==> src/design/lbps_pkg.sv <==
// lbps_pkg: shared types, codes and timing constants for the LED, beep and
// button press sequencer. No dependencies; compiled first.

package lbps_pkg;

  // wrapping millisecond time base
  localparam int unsigned TIME_BITS = 32;
  typedef logic [TIME_BITS-1:0] time_t;

  // register and duration width
  localparam int unsigned MS_BITS = 16;
  typedef logic [MS_BITS-1:0] ms_t;

  // input beat fields
  localparam int unsigned MODE_BITS = 3;
  localparam int unsigned ARG_BITS  = 8;

  typedef enum logic [MODE_BITS-1:0] {
    MODE_TICK        = 3'd0,
    MODE_SET_LED     = 3'd1,
    MODE_BEEP        = 3'd2,
    MODE_SHORT_PRESS = 3'd3,
    MODE_LONG_PRESS  = 3'd4,
    MODE_ABORT       = 3'd5
  } mode_e;

  // configuration register indexes
  localparam int unsigned CFG_IDX_BITS = 3;
  typedef enum logic [CFG_IDX_BITS-1:0] {
    CFG_BEEP_ON      = 3'd0,
    CFG_BEEP_GAP     = 3'd1,
    CFG_BEEP_END_GAP = 3'd2,
    CFG_SHORT_PRESS  = 3'd3,
    CFG_LONG_PRESS   = 3'd4,
    CFG_PRESS_GAP    = 3'd5
  } cfg_idx_e;

  // configuration reset values
  localparam ms_t RST_BEEP_ON      = 16'd100;
  localparam ms_t RST_BEEP_GAP     = 16'd100;
  localparam ms_t RST_BEEP_END_GAP = 16'd300;
  localparam ms_t RST_SHORT_PRESS  = 16'd200;
  localparam ms_t RST_LONG_PRESS   = 16'd2000;
  localparam ms_t RST_PRESS_GAP    = 16'd500;

  // pattern codes
  typedef logic [2:0] pat_t;
  localparam logic [ARG_BITS-1:0] PAT_MAX = 8'd5;
  localparam pat_t LED_OFF         = 3'd0;
  localparam pat_t LED_STEADY      = 3'd1;
  localparam pat_t LED_LONG_FLASH  = 3'd2;
  localparam pat_t LED_QUICK_FLASH = 3'd3;
  localparam pat_t LED_LOCKOUT     = 3'd4;
  localparam pat_t LED_ERROR       = 3'd5;
  localparam pat_t BEEP_SILENT     = 3'd0;
  localparam pat_t BEEP_ONCE       = 3'd1;
  localparam pat_t BEEP_TWICE      = 3'd2;
  localparam pat_t BEEP_THRICE     = 3'd3;
  localparam pat_t BEEP_ERR_FAST   = 3'd4;
  localparam pat_t BEEP_LOW_BATT   = 3'd5;

  // fixed LED and beep timings
  localparam ms_t LED_REFRESH_MS  = 16'd1000;
  localparam ms_t LED_FAST_ON_MS  = 16'd100;
  localparam ms_t LED_FAST_OFF_MS = 16'd150;
  localparam ms_t LED_SLOW_ON_MS  = 16'd300;
  localparam ms_t LED_SLOW_OFF_MS = 16'd700;
  localparam ms_t BEEP_FAST_ON_MS = 16'd50;

  // beep engine phase
  typedef enum logic [1:0] {
    PH_ON  = 2'd0,
    PH_OFF = 2'd1,
    PH_END = 2'd2
  } beep_phase_e;

  typedef logic [2:0] beep_cnt_t;

  typedef struct packed {
    ms_t beep_on;
    ms_t beep_gap;
    ms_t beep_end_gap;
    ms_t short_press;
    ms_t long_press;
    ms_t press_gap;
  } cfg_regs_t;

  typedef struct packed {
    logic led_on;
    logic buzzer_on;
    logic button_pressed;
    logic accepted;
    logic busy_res;
  } result_t;

  // number of beeps in each beep pattern
  function automatic beep_cnt_t beep_count(input pat_t pat);
    beep_cnt_t cnt;
    case (pat)
      BEEP_ONCE:     cnt = 3'd1;
      BEEP_TWICE:    cnt = 3'd2;
      BEEP_THRICE:   cnt = 3'd3;
      BEEP_ERR_FAST: cnt = 3'd4;
      BEEP_LOW_BATT: cnt = 3'd2;
      default:       cnt = 3'd0;
    endcase
    return cnt;
  endfunction

endpackage

==> src/design/lbps_engine.sv <==
// lbps_engine: time base plus LED, beep and press engines; one full step per beat.
// Depends on lbps_pkg.

module lbps_engine import lbps_pkg::*; (
  input  logic                 clk,
  input  logic                 rst_n,
  input  logic                 step,
  input  logic [MODE_BITS-1:0] mode,
  input  logic [ARG_BITS-1:0]  pattern_arg,
  input  cfg_regs_t            cfg,
  output result_t              res
);

  // engine state
  time_t       time_now_r, time_now_nxt;
  pat_t        led_pattern_r, led_pattern_nxt;
  logic        led_level_r, led_level_nxt;
  time_t       led_deadline_r, led_deadline_nxt;
  logic        beep_running_r, beep_running_nxt;
  pat_t        beep_kind_r, beep_kind_nxt;
  beep_cnt_t   beeps_left_r, beeps_left_nxt;
  beep_phase_e beep_phase_r, beep_phase_nxt;
  time_t       beep_deadline_r, beep_deadline_nxt;
  logic        buzzer_level_r, buzzer_level_nxt;
  logic        press_running_r, press_running_nxt;
  logic        press_held_r, press_held_nxt;
  time_t       press_deadline_r, press_deadline_nxt;

  // state after the action, before the engines step
  pat_t        led_pat_a;
  logic        led_lvl_a;
  time_t       led_dl_a;
  logic        beep_run_a;
  pat_t        beep_kind_a;
  beep_cnt_t   beeps_left_a;
  beep_phase_e beep_ph_a;
  time_t       beep_dl_a;
  logic        buzzer_a;
  logic        press_run_a;
  logic        press_held_a;
  time_t       press_dl_a;
  logic        ok;
  pat_t        arg_pat;

  logic        led_due, beep_due, press_due;
  time_t       led_diff, beep_diff, press_diff;

  assign arg_pat = (pattern_arg > PAT_MAX) ? LED_OFF : pattern_arg[2:0];

  // action phase
  always_comb begin
    time_now_nxt = time_now_r;
    led_pat_a    = led_pattern_r;
    led_lvl_a    = led_level_r;
    led_dl_a     = led_deadline_r;
    beep_run_a   = beep_running_r;
    beep_kind_a  = beep_kind_r;
    beeps_left_a = beeps_left_r;
    beep_ph_a    = beep_phase_r;
    beep_dl_a    = beep_deadline_r;
    buzzer_a     = buzzer_level_r;
    press_run_a  = press_running_r;
    press_held_a = press_held_r;
    press_dl_a   = press_deadline_r;
    ok           = 1'b1;
    case (mode_e'(mode))
      MODE_TICK: begin
        time_now_nxt = time_now_r + time_t'(1);
      end
      MODE_SET_LED: begin
        led_pat_a = arg_pat;
        led_dl_a  = time_now_r;
      end
      MODE_BEEP: begin
        beep_kind_a  = arg_pat;
        beep_ph_a    = PH_ON;
        beeps_left_a = beep_count(arg_pat);
        beep_run_a   = (arg_pat != BEEP_SILENT);
        beep_dl_a    = time_now_r;
        if (arg_pat == BEEP_SILENT) begin
          buzzer_a = 1'b0;
        end
      end
      MODE_SHORT_PRESS, MODE_LONG_PRESS: begin
        if (press_running_r) begin
          ok = 1'b0;
        end else begin
          press_run_a  = 1'b1;
          press_held_a = 1'b1;
          press_dl_a   = time_now_r + time_t'((mode_e'(mode) == MODE_SHORT_PRESS) ?
                                              cfg.short_press : cfg.long_press);
        end
      end
      MODE_ABORT: begin
        led_pat_a    = LED_OFF;
        led_lvl_a    = 1'b0;
        led_dl_a     = '0;
        beep_run_a   = 1'b0;
        beep_kind_a  = BEEP_SILENT;
        beeps_left_a = '0;
        beep_ph_a    = PH_ON;
        beep_dl_a    = '0;
        buzzer_a     = 1'b0;
        press_run_a  = 1'b0;
        press_held_a = 1'b0;
        press_dl_a   = '0;
      end
      default: begin
        ok = 1'b0;
      end
    endcase
  end

  // wrap-safe deadline checks against the updated time
  assign led_diff   = time_now_nxt - led_dl_a;
  assign beep_diff  = time_now_nxt - beep_dl_a;
  assign press_diff = time_now_nxt - press_dl_a;
  assign led_due    = !led_diff[TIME_BITS-1];
  assign beep_due   = !beep_diff[TIME_BITS-1];
  assign press_due  = !press_diff[TIME_BITS-1];

  // led engine step
  always_comb begin
    led_pattern_nxt  = led_pat_a;
    led_level_nxt    = led_lvl_a;
    led_deadline_nxt = led_dl_a;
    if (led_due) begin
      if (led_pat_a == LED_OFF || led_pat_a == LED_STEADY || led_pat_a > PAT_MAX[2:0]) begin
        if (led_pat_a > PAT_MAX[2:0]) begin
          led_pattern_nxt = LED_OFF;
        end
        led_level_nxt    = (led_pat_a == LED_STEADY);
        led_deadline_nxt = time_now_nxt + time_t'(LED_REFRESH_MS);
      end else if (!led_lvl_a) begin
        led_level_nxt    = 1'b1;
        led_deadline_nxt = time_now_nxt + time_t'((led_pat_a == LED_QUICK_FLASH) ?
                                                  LED_FAST_ON_MS : LED_SLOW_ON_MS);
      end else begin
        led_level_nxt    = 1'b0;
        led_deadline_nxt = time_now_nxt + time_t'((led_pat_a == LED_QUICK_FLASH) ?
                                                  LED_FAST_OFF_MS : LED_SLOW_OFF_MS);
      end
    end
  end

  // beep engine step
  always_comb begin
    beep_running_nxt  = beep_run_a;
    beep_kind_nxt     = beep_kind_a;
    beeps_left_nxt    = beeps_left_a;
    beep_phase_nxt    = beep_ph_a;
    beep_deadline_nxt = beep_dl_a;
    buzzer_level_nxt  = buzzer_a;
    if (beep_run_a && beep_due) begin
      if (beeps_left_a == '0) begin
        buzzer_level_nxt = 1'b0;
        beep_running_nxt = 1'b0;
      end else begin
        case (beep_ph_a)
          PH_ON: begin
            buzzer_level_nxt  = 1'b1;
            beep_deadline_nxt = time_now_nxt + time_t'((beep_kind_a == BEEP_ERR_FAST) ?
                                                       BEEP_FAST_ON_MS : cfg.beep_on);
            beep_phase_nxt    = PH_OFF;
          end
          PH_OFF: begin
            buzzer_level_nxt = 1'b0;
            beeps_left_nxt   = beeps_left_a - beep_cnt_t'(1);
            if (beeps_left_a == beep_cnt_t'(1)) begin
              beep_deadline_nxt = time_now_nxt + time_t'(cfg.beep_end_gap);
              beep_phase_nxt    = PH_END;
            end else begin
              beep_deadline_nxt = time_now_nxt + time_t'(cfg.beep_gap);
              beep_phase_nxt    = PH_ON;
            end
          end
          default: begin
            beep_running_nxt = 1'b0;
          end
        endcase
      end
    end
  end

  // press engine step
  always_comb begin
    press_running_nxt  = press_run_a;
    press_held_nxt     = press_held_a;
    press_deadline_nxt = press_dl_a;
    if (press_run_a && press_due) begin
      if (press_held_a) begin
        press_held_nxt     = 1'b0;
        press_deadline_nxt = time_now_nxt + time_t'(cfg.press_gap);
      end else begin
        press_running_nxt = 1'b0;
      end
    end
  end

  // result fields, sampled after the step
  always_comb begin
    res.led_on         = led_level_nxt;
    res.buzzer_on      = buzzer_level_nxt;
    res.button_pressed = press_held_nxt;
    res.accepted       = ok;
    res.busy_res       = beep_running_nxt || press_running_nxt;
  end

  // state registers
  always_ff @(posedge clk) begin
    if (!rst_n) begin
      time_now_r       <= '0;
      led_pattern_r    <= LED_OFF;
      led_level_r      <= 1'b0;
      led_deadline_r   <= '0;
      beep_running_r   <= 1'b0;
      beep_kind_r      <= BEEP_SILENT;
      beeps_left_r     <= '0;
      beep_phase_r     <= PH_ON;
      beep_deadline_r  <= '0;
      buzzer_level_r   <= 1'b0;
      press_running_r  <= 1'b0;
      press_held_r     <= 1'b0;
      press_deadline_r <= '0;
    end else if (step) begin
      time_now_r       <= time_now_nxt;
      led_pattern_r    <= led_pattern_nxt;
      led_level_r      <= led_level_nxt;
      led_deadline_r   <= led_deadline_nxt;
      beep_running_r   <= beep_running_nxt;
      beep_kind_r      <= beep_kind_nxt;
      beeps_left_r     <= beeps_left_nxt;
      beep_phase_r     <= beep_phase_nxt;
      beep_deadline_r  <= beep_deadline_nxt;
      buzzer_level_r   <= buzzer_level_nxt;
      press_running_r  <= press_running_nxt;
      press_held_r     <= press_held_nxt;
      press_deadline_r <= press_deadline_nxt;
    end
  end

  // a held button always belongs to a running press
  a_held_in_press: assert property (@(posedge clk) disable iff (!rst_n)
    press_held_r |-> press_running_r)
    else $error("button held with no press running");

  // the end gap is only reached once every beep has played
  a_end_gap_empty: assert property (@(posedge clk) disable iff (!rst_n)
    (beep_running_r && beep_phase_r == PH_END) |-> beeps_left_r == '0)
    else $error("beep end gap with beeps still left");

  // a finished or stopped beep leaves the buzzer silent
  a_beep_stop_quiet: assert property (@(posedge clk) disable iff (!rst_n)
    $fell(beep_running_r) |-> !buzzer_level_r)
    else $error("buzzer left on after beep stopped");

  // time only moves with a beat
  a_time_hold: assert property (@(posedge clk) disable iff (!rst_n)
    !step |=> $stable(time_now_r))
    else $error("time base moved without a beat");

endmodule
==> config.mk <==
export PLATFORM = sky130hd
export DESIGN_NAME = lbps_engine
export DESIGN_NICKNAME = d
export VERILOG_FILES = /design/src/design/lbps_pkg.sv /design/src/design/lbps_engine.sv
export SDC_FILE = /design/constraint.sdc
export NUM_CORES = 1
export LEC_CHECK = 0
export ABC_AREA = 0
export BUFFER_PORTS_ARGS = -buffer_cell sky130_fd_sc_hd__buf_4
export CAP_MARGIN = 20
export CELL_PAD_IN_SITES_DETAIL_PLACEMENT = 2
export CELL_PAD_IN_SITES_GLOBAL_PLACEMENT = 2
export CORE_MARGIN = 3
export CORE_UTILIZATION = 37
export DETAILED_ROUTE_END_ITERATION = 8
export MAX_ROUTING_LAYER = met4
export PLACE_DENSITY_LB_ADDON = 0.05
export SLEW_MARGIN = 20
export SYNTH_ARGS = -nofsm -noshare
export SYNTH_HDL_FRONTEND = slang
export SYNTH_SLANG_ARGS = --single-unit
==> constraint.sdc <==
create_clock -name clk -period 10.1 [get_ports clk]
set_input_delay 1.515 -clock clk [delete_from_list [all_inputs] [get_ports clk]]
set_output_delay 1.515 -clock clk [all_outputs]
set_load 0.005 [all_outputs]
==> impl_metrics.toml, run 1 <==
[outcome]
status = "completed"

[worst_hold_path]
min_path_type = "reg2reg"
holdPathStages = 2

[critical_path]
endpoint_kind = "output pin"
crit_type = "in2out"
rr_worst_depth = 19
path_delay_family = "compound AO/OA/AOI/OAI gates"
cp_slowest_cell = "a211oi_1"
worstPathRequired_ns = 8.59
crit_cells = 23
crit_fanout = 20
crit_path_max_incr_delay_ns = 0.69
critPathBufInv = 4
crit_chain = "buf_4 > nand3b_1 > buf_4 > mux2_2 > ha_1 > o21a_1 > o21ai_0 > o32ai_1 > buf_4 > a211oi_1 > nor3_1 > xor2_1 > a22oi_1 > ha_1 > a211oi_1 > nor2_1 > or4_1 > o41ai_4 > xnor2_2 > xnor2_1 > o21ai_1 > o21ai_0 > buf_4"
cpMostUsedCell = "buf_4"
arrival_ns = 8.09
start_kind = "input pin"

[power_and_ir_drop]
peakVddDrop_v = 0.0000995
p_int_mw = 1.19
switching_share_pct = 33.8
switching_power_mw = 0.606
p_per_area_mw_per_mm2 = 103
power.total_mw = 1.80
seq_power_share_pct = 34.2
p_leak_nw = 7.02
power_frac_clock_pct = 40.5
share_comb_of_total_power_pct = 25.3

[placement]
hpwl_microns = 51900
placed_cell_area_sq_mm = 0.0168
dp_slack_ns = 0.229
gp_congestion = 0.887
portBuffers = 114

[synthesis]
ys_ff_latch = 144
async_flop_share_pct = 0
synth-seq-area-share_pct = 18.6
synth.distinct_cells = 100
syn_nets = 2246
synth.avg_cell_area_sq_um = 7.82
ys.flop_type = "dfxtp_1"
synth-edff-count = 0
postSynthCellCount = 1976
netlist_area_sq_mm = 0.0155
yosys_warnings = 0

[run]
drv_cap = 0

[floorplanning]
die_w_microns = 210
dieArea_sq_mm = 0.0443
coreArea_sq_mm = 0.0410
start_util_pct = 37.7
rows = 74
ioPinCount = 115
die_h_microns = 210

[final_layout]
fin_area_sq_mm = 0.0175
layout_commonest_cell = "a21oi_1"
synthToLayoutAreaGrowth_pct = 12.9
nFillCells = 4745
num_antenna_cells = 0
drive_above_1_share_pct = 15.1
nNetsFinal = 2300
most-common-layout-cells = "a21oi_1 (176), buf_4 (168), ha_1 (157)"

[drt]
postRouteAntennaNets = 0
wl_per_cell_microns = 26.5
vias = 16073
drc_errors = 0
firstDrtPassIters = 5
first_iter_violations = 1014
drt_wl_total_microns = 68300
avgViaCountPerCell = 6.24

[global_routing]
antenna_found_initial = 2
grt_pass1_vias = 17015
grt_pass1_wl_microns = 105000
overflow = 0
grt_use_total_pct = 31.8
grt_max_degree = 56

[clock_network]
clkLatencyLatePin_ns = 0.50
cts.sinks = 144
cts_max_level = 4
clk_pin_slew_ns = 0.07
cts_root_buf = "clkbuf_16"
cts_buffers = 17
hold_buffers = 0
cts_buffer_depth = 2
cts_tree = "built"

[timing]
worstMarginPinSlew_ns = 1.13
rsz0062_at_grt = "no"
hold_violations = 0
whs_ns = 0.467
setup_slack_ns = 0.496
period_share_pct = 95.1
setup_viol = 0
fin_tns_setup_ns = 0
clock.fmax_mhz = 104
maxSlewHeadroom_pct = 24.4
finalClockSkew_ns = 0.0133
fin_crit_ns = 9.60
report.final.slew_viol_count = 0
==> per-stage QoR <==
stage / std cells / util (%)
after floorplan: 1976 / -
after global placement: 2542 / 41.0
after detailed placement: 2542 / 41.0
after CTS: 2574 / 42.6
after global routing: 2575 / 42.6
final: 2575 / 42.6
==> registers in the layout (all words and copies together) (netlist names) <==
signal / count
press_deadline_r: 32
beep_deadline_r: 32
press_running_r: 1
beep_kind_r: 3
beep_running_r: 1
led_pattern_r: 3
led_deadline_r: 32
beeps_left_r: 3
beep_phase_r: 2
press_held_r: 1
led_level_r: 1
buzzer_level_r: 1
time_now_r: 32
==> area by class of cell <==
| type | instances | area (sq um) | share of cell area (%) |
|---|---|---|---|
| sequential | 144 | 2880 | 16.5 |
| clock buffer | 20 | 447 | 2.56 |
| timing repair buffer | 168 | 1260 | 7.22 |
| tap | 532 | 666 | 3.81 |
| inverter | 49 | 185 | 1.06 |
| multi-input combinational | 1650 | 11800 | 67.8 |
| clock inverter | 12 | 183 | 1.05 |
==> synthesized netlist by cell type, types with 9 or more instances <==
cell | n | share of area (%)
mux2i_1 | 28 | 1.8
a21oi_1 | 178 | 5.8
o21a_1 | 18 | 0.87
a22oi_1 | 54 | 2.6
nand2b_1 | 11 | 0.45
inv_1 | 46 | 1.1
o211ai_1 | 16 | 0.78
or4_1 | 9 | 0.44
xor2_1 | 66 | 3.7
o21bai_1 | 11 | 0.53
dfxtp_1 | 144 | 19
or3_1 | 24 | 0.97
clkbuf_1 | 94 | 2.3
nand3_1 | 45 | 1.5
nor2_1 | 138 | 3.4
a21o_1 | 27 | 1.3
nand4_1 | 38 | 1.5
mux2_2 | 53 | 3.9
buf_4 | 9 | 0.44
and3_1 | 14 | 0.57
a31oi_1 | 22 | 0.89
a211oi_1 | 23 | 1.1
ha_1 | 157 | 13
nor3_1 | 70 | 2.3
nand2_1 | 128 | 3.1
a22o_1 | 34 | 1.9
or2_2 | 9 | 0.36
nor2b_1 | 12 | 0.49
o21ai_0 | 148 | 4.8
xnor2_1 | 89 | 5.0
nor3b_1 | 32 | 1.6
and2_1 | 18 | 0.73
nor4_1 | 12 | 0.49
buf_2 | 18 | 0.58
and4_1 | 10 | 0.57
==> repair_timing <==
action / CTS / global route
resized for setup: 0 / 1
setup buffers: 0 / 0
setup endpoints to repair: 0 / 1
hold endpoints to repair: 0 / 0
==> worst register-to-register path: stages (launching register included) <==
cell,delay (ns)
dfxtp_1,0.79
ha_1,0.39
o21a_1,0.12
o21ai_0,0.38
o32ai_1,0.14
buf_4,0.18
a211oi_1,0.69
nor3_1,0.14
xor2_1,0.18
a22oi_1,0.12
ha_1,0.25
a211oi_1,0.31
nor2_1,0.09
or4_1,0.58
o41ai_4,0.50
xnor2_2,0.14
mux2_1,0.91
buf_4,0.45
mux2_2,0.39
a21oi_1,0.15
==> power groups by stage <==
stage / clock network, mW / registers (mW) / logic, mW
floorplan: 0 / 0.617 / 0.291
global route: 0.761 / 0.617 / 0.496
finish: 0.727 / 0.614 / 0.454
detailed placement: 0 / 0.626 / 0.449
global placement: 0 / 0.624 / 0.432
CTS: 0.739 / 0.614 / 0.453
==> logic make-up after synthesis <==
family / Yosys count / synth area share, %
AO/OA/AOI/OAI: 630 / 26.5
AND/OR/NAND/NOR: 612 / 21.2
buffers and inverters: 182 / 4.98
adder cells (fa/ha/maj): 160 / 13.1
XOR/XNOR: 158 / 9.17
flip-flops: 144 / 18.6
multiplexers: 90 / 6.40
==> final timing paths <==
check,startpoint,end,slack (ns)
min,press_deadline_r[1]$_SDFFE_PN0P_,press_deadline_r[1]$_SDFFE_PN0P_,0.47
min reg2reg,press_deadline_r[1]$_SDFFE_PN0P_,press_deadline_r[1]$_SDFFE_PN0P_,0.47
max reg2reg,time_now_r[6]$_SDFFE_PN0P_,press_deadline_r[8]$_SDFFE_PN0P_,3.12
max,mode[1],res[0],0.50
==> routing by layer <==
layer | track usage [%] | routed length (microns) | vias up
li1 | - | - | 7479
met1 | 42.2 | 32100 | 8130
met2 | 51.2 | 31500 | 390
met3 | 4.20 | 3130 | 74
met4 | 8.45 | 1480 | 0
met5 | - | 0 | -
Power figures use the tool's default switching activity.
==> run 2: changes to the inputs <==
--- a/config.mk
+++ b/config.mk
@@ -6,6 +6,7 @@
 export NUM_CORES = 1
 export LEC_CHECK = 0
 export ABC_AREA = 0
+export ABC_CLOCK_PERIOD_IN_PS = 10100
 export BUFFER_PORTS_ARGS = -buffer_cell sky130_fd_sc_hd__buf_4
 export CAP_MARGIN = 20
 export CELL_PAD_IN_SITES_DETAIL_PLACEMENT = 2
@@ -14,7 +15,7 @@
 export CORE_UTILIZATION = 37
 export DETAILED_ROUTE_END_ITERATION = 8
 export MAX_ROUTING_LAYER = met4
-export PLACE_DENSITY_LB_ADDON = 0.05
+export PLACE_DENSITY = 0.92
 export SLEW_MARGIN = 20
 export SYNTH_ARGS = -nofsm -noshare
 export SYNTH_HDL_FRONTEND = slang
==> run 2 against run 1 <==
Compared with the run above:
- combinational power rose by 5.3%
- clock skew up 0.0038 ns
- utilization shrank 0.076 points
- setup slack improved by 0.0050 ns
- final cell count decreased by 0.39%
- register-to-register slack got worse by 0.31 ns
- clock-buffer cell count is 2 higher
- first-iteration DRC count increased by 64%
- critical path type unchanged
- largest cell class unchanged
==> impl_metrics.toml, run 2 (synthesis gave the netlist of run 1 again) <==
[timing]
hold_violations = 0
fin_crit_ns = 9.60
setup_viol = 0
period_share_pct = 95.0
clock.fmax_mhz = 104
fin_tns_setup_ns = 0
rsz0062_at_grt = "no"
whs_ns = 0.485
report.final.slew_viol_count = 0
finalClockSkew_ns = 0.0172
maxSlewHeadroom_pct = 23.1
worstMarginPinSlew_ns = 1.15

[final_layout]
drive_above_1_share_pct = 14.8
regArea_sq_mm = 0.00288
fin_cells = 2565
nFillCells = 4595
nNetsFinal = 2290
synthToLayoutAreaGrowth_pct = 12.7
layout_commonest_cell = "a21oi_1"
multi_input_area_sq_mm = 0.0118
num_antenna_cells = 0
most-common-layout-cells = "a21oi_1 (176), buf_4 (158), ha_1 (157)"

[global_routing]
grt_pass1_wl_microns = 117000
grt_pass1_vias = 19252
overflow = 0
antenna_found_initial = 1
grt_max_degree = 81
grt_use_total_pct = 34.9

[floorplanning]
rows = 74
dieArea_sq_mm = 0.0443
start_util_pct = 37.7
die_h_microns = 210
coreArea_sq_mm = 0.0410
ioPinCount = 115
die_w_microns = 210

[critical_path]
endpoint_kind = "output pin"
arrival_ns = 8.08
start_kind = "input pin"
crit_fanout = 12
worstPathRequired_ns = 8.59
crit_type = "in2out"

[clock_network]
cts_max_level = 4
cts_buffers = 17
cts.sinks = 144
cts_buffer_depth = 2
cts_tree = "built"
clk_pin_slew_ns = 0.06
clkLatencyLatePin_ns = 0.48
cts_root_buf = "clkbuf_16"

[power_and_ir_drop]
peakVddDrop_v = 0.000131
switching_power_mw = 0.618
switching_share_pct = 33.3
p_leak_nw = 7.00
p_int_mw = 1.24
p_per_area_mw_per_mm2 = 107
seq_power_share_pct = 33.2
share_comb_of_total_power_pct = 25.8
power_frac_clock_pct = 41.1

[run]
drv_cap = 0

[drt]
postRouteAntennaNets = 0
drt_wl_total_microns = 76800
vias = 17368
wl_per_cell_microns = 29.9
first_iter_violations = 1659
avgViaCountPerCell = 6.77
drc_errors = 0
firstDrtPassIters = 5

[placement]
placed_cells = 2533
portBuffers = 114
hpwl_microns = 54500
gp_congestion = 0.944

[outcome]
status = "completed"

[worst_hold_path]
min_path_type = "reg2reg"
==> run 2: layer usage <==
layer / routed length (microns) / up-vias / GRT usage [%]
li1: - / 7456 / -
met1: 30500 / 8736 / 41.8
met2: 36600 / 910 / 57.3
met3: 5790 / 266 / 4.85
met4: 3950 / 0 / 18.2
met5: 0 / - / -
==> run 2: worst max-delay path, cell delays in order <==
cell      delay (ns)
buf_4           0.17
nand3b_1        0.35
buf_4           0.25
buf_4           0.20
mux2_2          0.35
ha_1            0.36
a21oi_1         0.25
o21a_1          0.16
o32ai_1         0.08
buf_4           0.17
a211oi_1        0.62
nor3_1          0.14
xor2_1          0.21
a22oi_1         0.17
ha_1            0.25
a211oi_1        0.37
nor2_1          0.09
or4_1           0.55
o41ai_4         0.50
xnor2_2         0.16
xnor2_1         0.38
o221ai_1        0.26
a21oi_1         0.33
buf_4           0.18
==> run 2: what timing repair did <==
| action | 4_1_cts | 5_1_grt |
|---|---|---|
| buffers inserted | 0 | 0 |
| hold buffers | 0 | 0 |
| setup endpoints to repair | 0 | 1 |
| gates resized for setup | 0 | 1 |
==> run 2: power by group through the flow <==
stage | Clock, mW | Sequential (mW) | Combinational [mW]
CTS | 0.764 | 0.615 | 0.467
global route | 0.787 | 0.618 | 0.508
detailed placement | 0 | 0.626 | 0.451
floorplan | 0 | 0.617 | 0.291
global placement | 0 | 0.623 | 0.418
finish | 0.763 | 0.616 | 0.478
==> run 2: final timing paths <==
path / cells after the start / endpoint / startpoint / slack, ns
min reg2reg: 2 / press_deadline_r[14]$_SDFFE_PN0P_ / press_deadline_r[14]$_SDFFE_PN0P_ / 0.49
max: 24 / res[2] / mode[2] / 0.50
min: 2 / press_deadline_r[14]$_SDFFE_PN0P_ / press_deadline_r[14]$_SDFFE_PN0P_ / 0.49
max reg2reg: 17 / press_deadline_r[4]$_SDFFE_PN0P_ / time_now_r[0]$_SDFFE_PN0P_ / 2.81
==> run 2: cell type report <==
type	count	share of cell area [%]
clock inverters	10	1.03
well taps	532	3.82
flip-flops and latches	144	16.5
repair buffers	158	6.80
clock buffers	22	2.84
inverters	49	1.06
multi-input cells	1650	67.9
==> run 2: per-stage QoR <==
| step | setup WS [ns] | power (mW) | instance area [sq um] | util [%] |
|---|---|---|---|---|
| floorplan | 1.56 | 0.908 | 15500 | - |
| global placement | 0.624 | 1.04 | 16800 | 40.9 |
| detailed placement | 0.443 | 1.08 | 16800 | 40.9 |
| CTS | 0.307 | 1.85 | 17400 | 42.5 |
| global route | 0.117 | 1.91 | 17400 | 42.5 |
| finish | 0.501 | 1.86 | 17400 | 42.5 |
==> run 3: changes to the inputs <==
--- a/config.mk
+++ b/config.mk
@@ -11,10 +11,9 @@
 export CAP_MARGIN = 20
 export CELL_PAD_IN_SITES_DETAIL_PLACEMENT = 2
 export CELL_PAD_IN_SITES_GLOBAL_PLACEMENT = 2
-export CORE_MARGIN = 3
+export CORE_MARGIN = 2
 export CORE_UTILIZATION = 37
 export DETAILED_ROUTE_END_ITERATION = 8
-export MAX_ROUTING_LAYER = met4
 export PLACE_DENSITY = 0.92
 export SLEW_MARGIN = 20
 export SYNTH_ARGS = -nofsm -noshare
==> run 3 against run 2 <==
Compared with the run above:
- register-to-register slack barely moved
- first-iteration DRC count fell by 22%
- clock-buffer cell count rose by 4
- clock power fell by 14%
- largest power group unchanged
- critical endpoint is now res[0]
- power fell by 6.1%
- design area fell by 0.57%
- utilization fell by 0.24 points
- wire length fell by 3.0%
- global-route usage fell by 1.1 points
- clock skew fell by 0.0071 ns
- non-clock buffer count rose by 1
- critical path type unchanged
- hold slack improved by 0.0041 ns
==> impl_metrics.toml, run 3 (synthesis gave the netlist of run 1 again) <==
[power_and_ir_drop]
power.total_mw = 1.74
share_comb_of_total_power_pct = 26.9
p_per_area_mw_per_mm2 = 101
peakVddDrop_v = 0.000112
seq_power_share_pct = 35.4
p_leak_nw = 6.95
switching_share_pct = 34.8
switching_power_mw = 0.606
power_frac_clock_pct = 37.7
p_int_mw = 1.14

[global_routing]
antenna_found_initial = 0
overflow = 0
grt_pass1_vias = 18897
grt_use_total_pct = 33.8
grt_pass1_wl_microns = 113000
grt_max_degree = 65

[critical_path]
worstPathRequired_ns = 8.59
regToRegEndpoint = "press_deadline_r[4]$_SDFFE_PN0P_"
start_kind = "input pin"
endpoint_kind = "output pin"
reg2reg_slack_ns = 2.81
rr_worst_depth = 17
crit_type = "in2out"
worstReg2RegStart = "time_now_r[0]$_SDFFE_PN0P_"
crit_fanout = 20
arrival_ns = 8.30

[drt]
avgViaCountPerCell = 6.68
drt_wl_total_microns = 74500
drc_errors = 0
vias = 17130
first_iter_violations = 1287
firstDrtPassIters = 6
wl_per_cell_microns = 29.0
postRouteAntennaNets = 0

[placement]
dp_slack_ns = 0.288
placed_cells = 2534
portBuffers = 114
placed_cell_area_sq_mm = 0.0168
hpwl_microns = 54200
gp_congestion = 0.909

[final_layout]
fin_cells = 2565
num_antenna_cells = 0
drive_above_1_share_pct = 14.7
most-common-layout-cells = "a21oi_1 (176), buf_4 (159), ha_1 (157)"
synthToLayoutAreaGrowth_pct = 12.1
layout_commonest_cell = "a21oi_1"
fin_area_sq_mm = 0.0173
nNetsFinal = 2291

[clock_network]
cts_tree = "built"
cts_buffer_depth = 2
clk_pin_slew_ns = 0.07
clkLatencyLatePin_ns = 0.48
cts_setup_buffers = 0
hold_buffers = 0
cts_buffers = 17
cts.sinks = 144
cts_max_level = 4
cts_root_buf = "clkbuf_16"
cts_resized = 0

[timing]
report.final.slew_viol_count = 0
clock.fmax_mhz = 102
rsz0062_at_grt = "no"
fin_crit_ns = 9.81
setup_viol = 0
worstMarginPinSlew_ns = 0.948
setup_slack_ns = 0.287
finalClockSkew_ns = 0.0101
hold_violations = 0
fin_tns_setup_ns = 0
maxSlewHeadroom_pct = 36.1
period_share_pct = 97.2

[floorplanning]
ioPinCount = 115
start_util_pct = 37.7
die_h_microns = 208
rows = 74
die_w_microns = 208
dieArea_sq_mm = 0.0434
coreArea_sq_mm = 0.0410

[worst_hold_path]
min_to = "led_pattern_r[0]$_SDFFE_PN0P_"
min_from = "led_pattern_r[0]$_SDFFE_PN0P_"
min_path_type = "reg2reg"
holdPathStages = 2

[run]
drv_cap = 0

[outcome]
status = "completed"
==> run 3: cell type report <==
class | count | area (sq um)
flip-flops and latches | 144 | 2880
clock inverters | 5 | 52.6
clock buffers | 26 | 509
fillers | 4668 | 23700
well taps | 532 | 666
multi-input cells | 1650 | 11800
repair buffers | 159 | 1190
inverters | 49 | 185
==> run 3: per-stage QoR <==
stage	util (%)	hold slack (ns)
after floorplan	-	0.425
after global placement	40.9	0.437
after detailed placement	40.9	0.458
after CTS	42.2	0.485
after global routing	42.3	0.496
final	42.3	0.489
==> run 3: worst max-delay path by stage <==
| stage | startpoint | endpoint | slack (ns) | depth (start not counted) |
|---|---|---|---|---|
| after detailed placement | mode[1] | res[0] | 0.29 | 23 |
| final | mode[1] | res[0] | 0.29 | 24 |
| after global placement | mode[1] | res[0] | 0.49 | 23 |
| after CTS | mode[1] | res[0] | 0.25 | 24 |
| after floorplan | mode[0] | res[2] | 1.56 | 25 |
| after global routing | mode[1] | res[0] | 0.06 | 24 |
==> run 3: layer usage <==
metal / track usage, % / routed length (microns) / up-vias
li1: - / - / 7454
met1: 40.5 / 30200 / 8653
met2: 57.2 / 35300 / 781
met3: 6.10 / 5350 / 242
met4: 19.0 / 3620 / 0
met5: 0 / 0 / -
==> run 3: power by group through the flow <==
stage	registers [mW]	logic, mW	clock network (mW)
5_1_grt	0.618	0.497	0.680
6_report	0.616	0.469	0.658
4_1_cts	0.615	0.461	0.657
3_5_place_dp	0.627	0.451	0
3_3_place_gp	0.623	0.418	0
2_1_floorplan	0.617	0.291	0
==> run 3: critical path, stage by stage <==
cell and delay [ns]:
buf_4 0.21, nand3b_1 0.41, mux2_2 0.42, ha_1 0.23, fa_1 0.42, a21o_1 0.18, a21oi_1 0.26, o211ai_1 0.19
a211o_1 0.37, and2_1 0.24, nand2_1 0.11, xor2_1 0.15, nor2_1 0.07, a21oi_1 0.17, ha_1 0.26, a211oi_1 0.31
nor2_1 0.11, or4_1 0.61, o41ai_4 0.47, xnor2_2 0.20, xnor2_1 0.20, o21ai_0 0.71, o21ai_0 0.26, buf_4 0.21
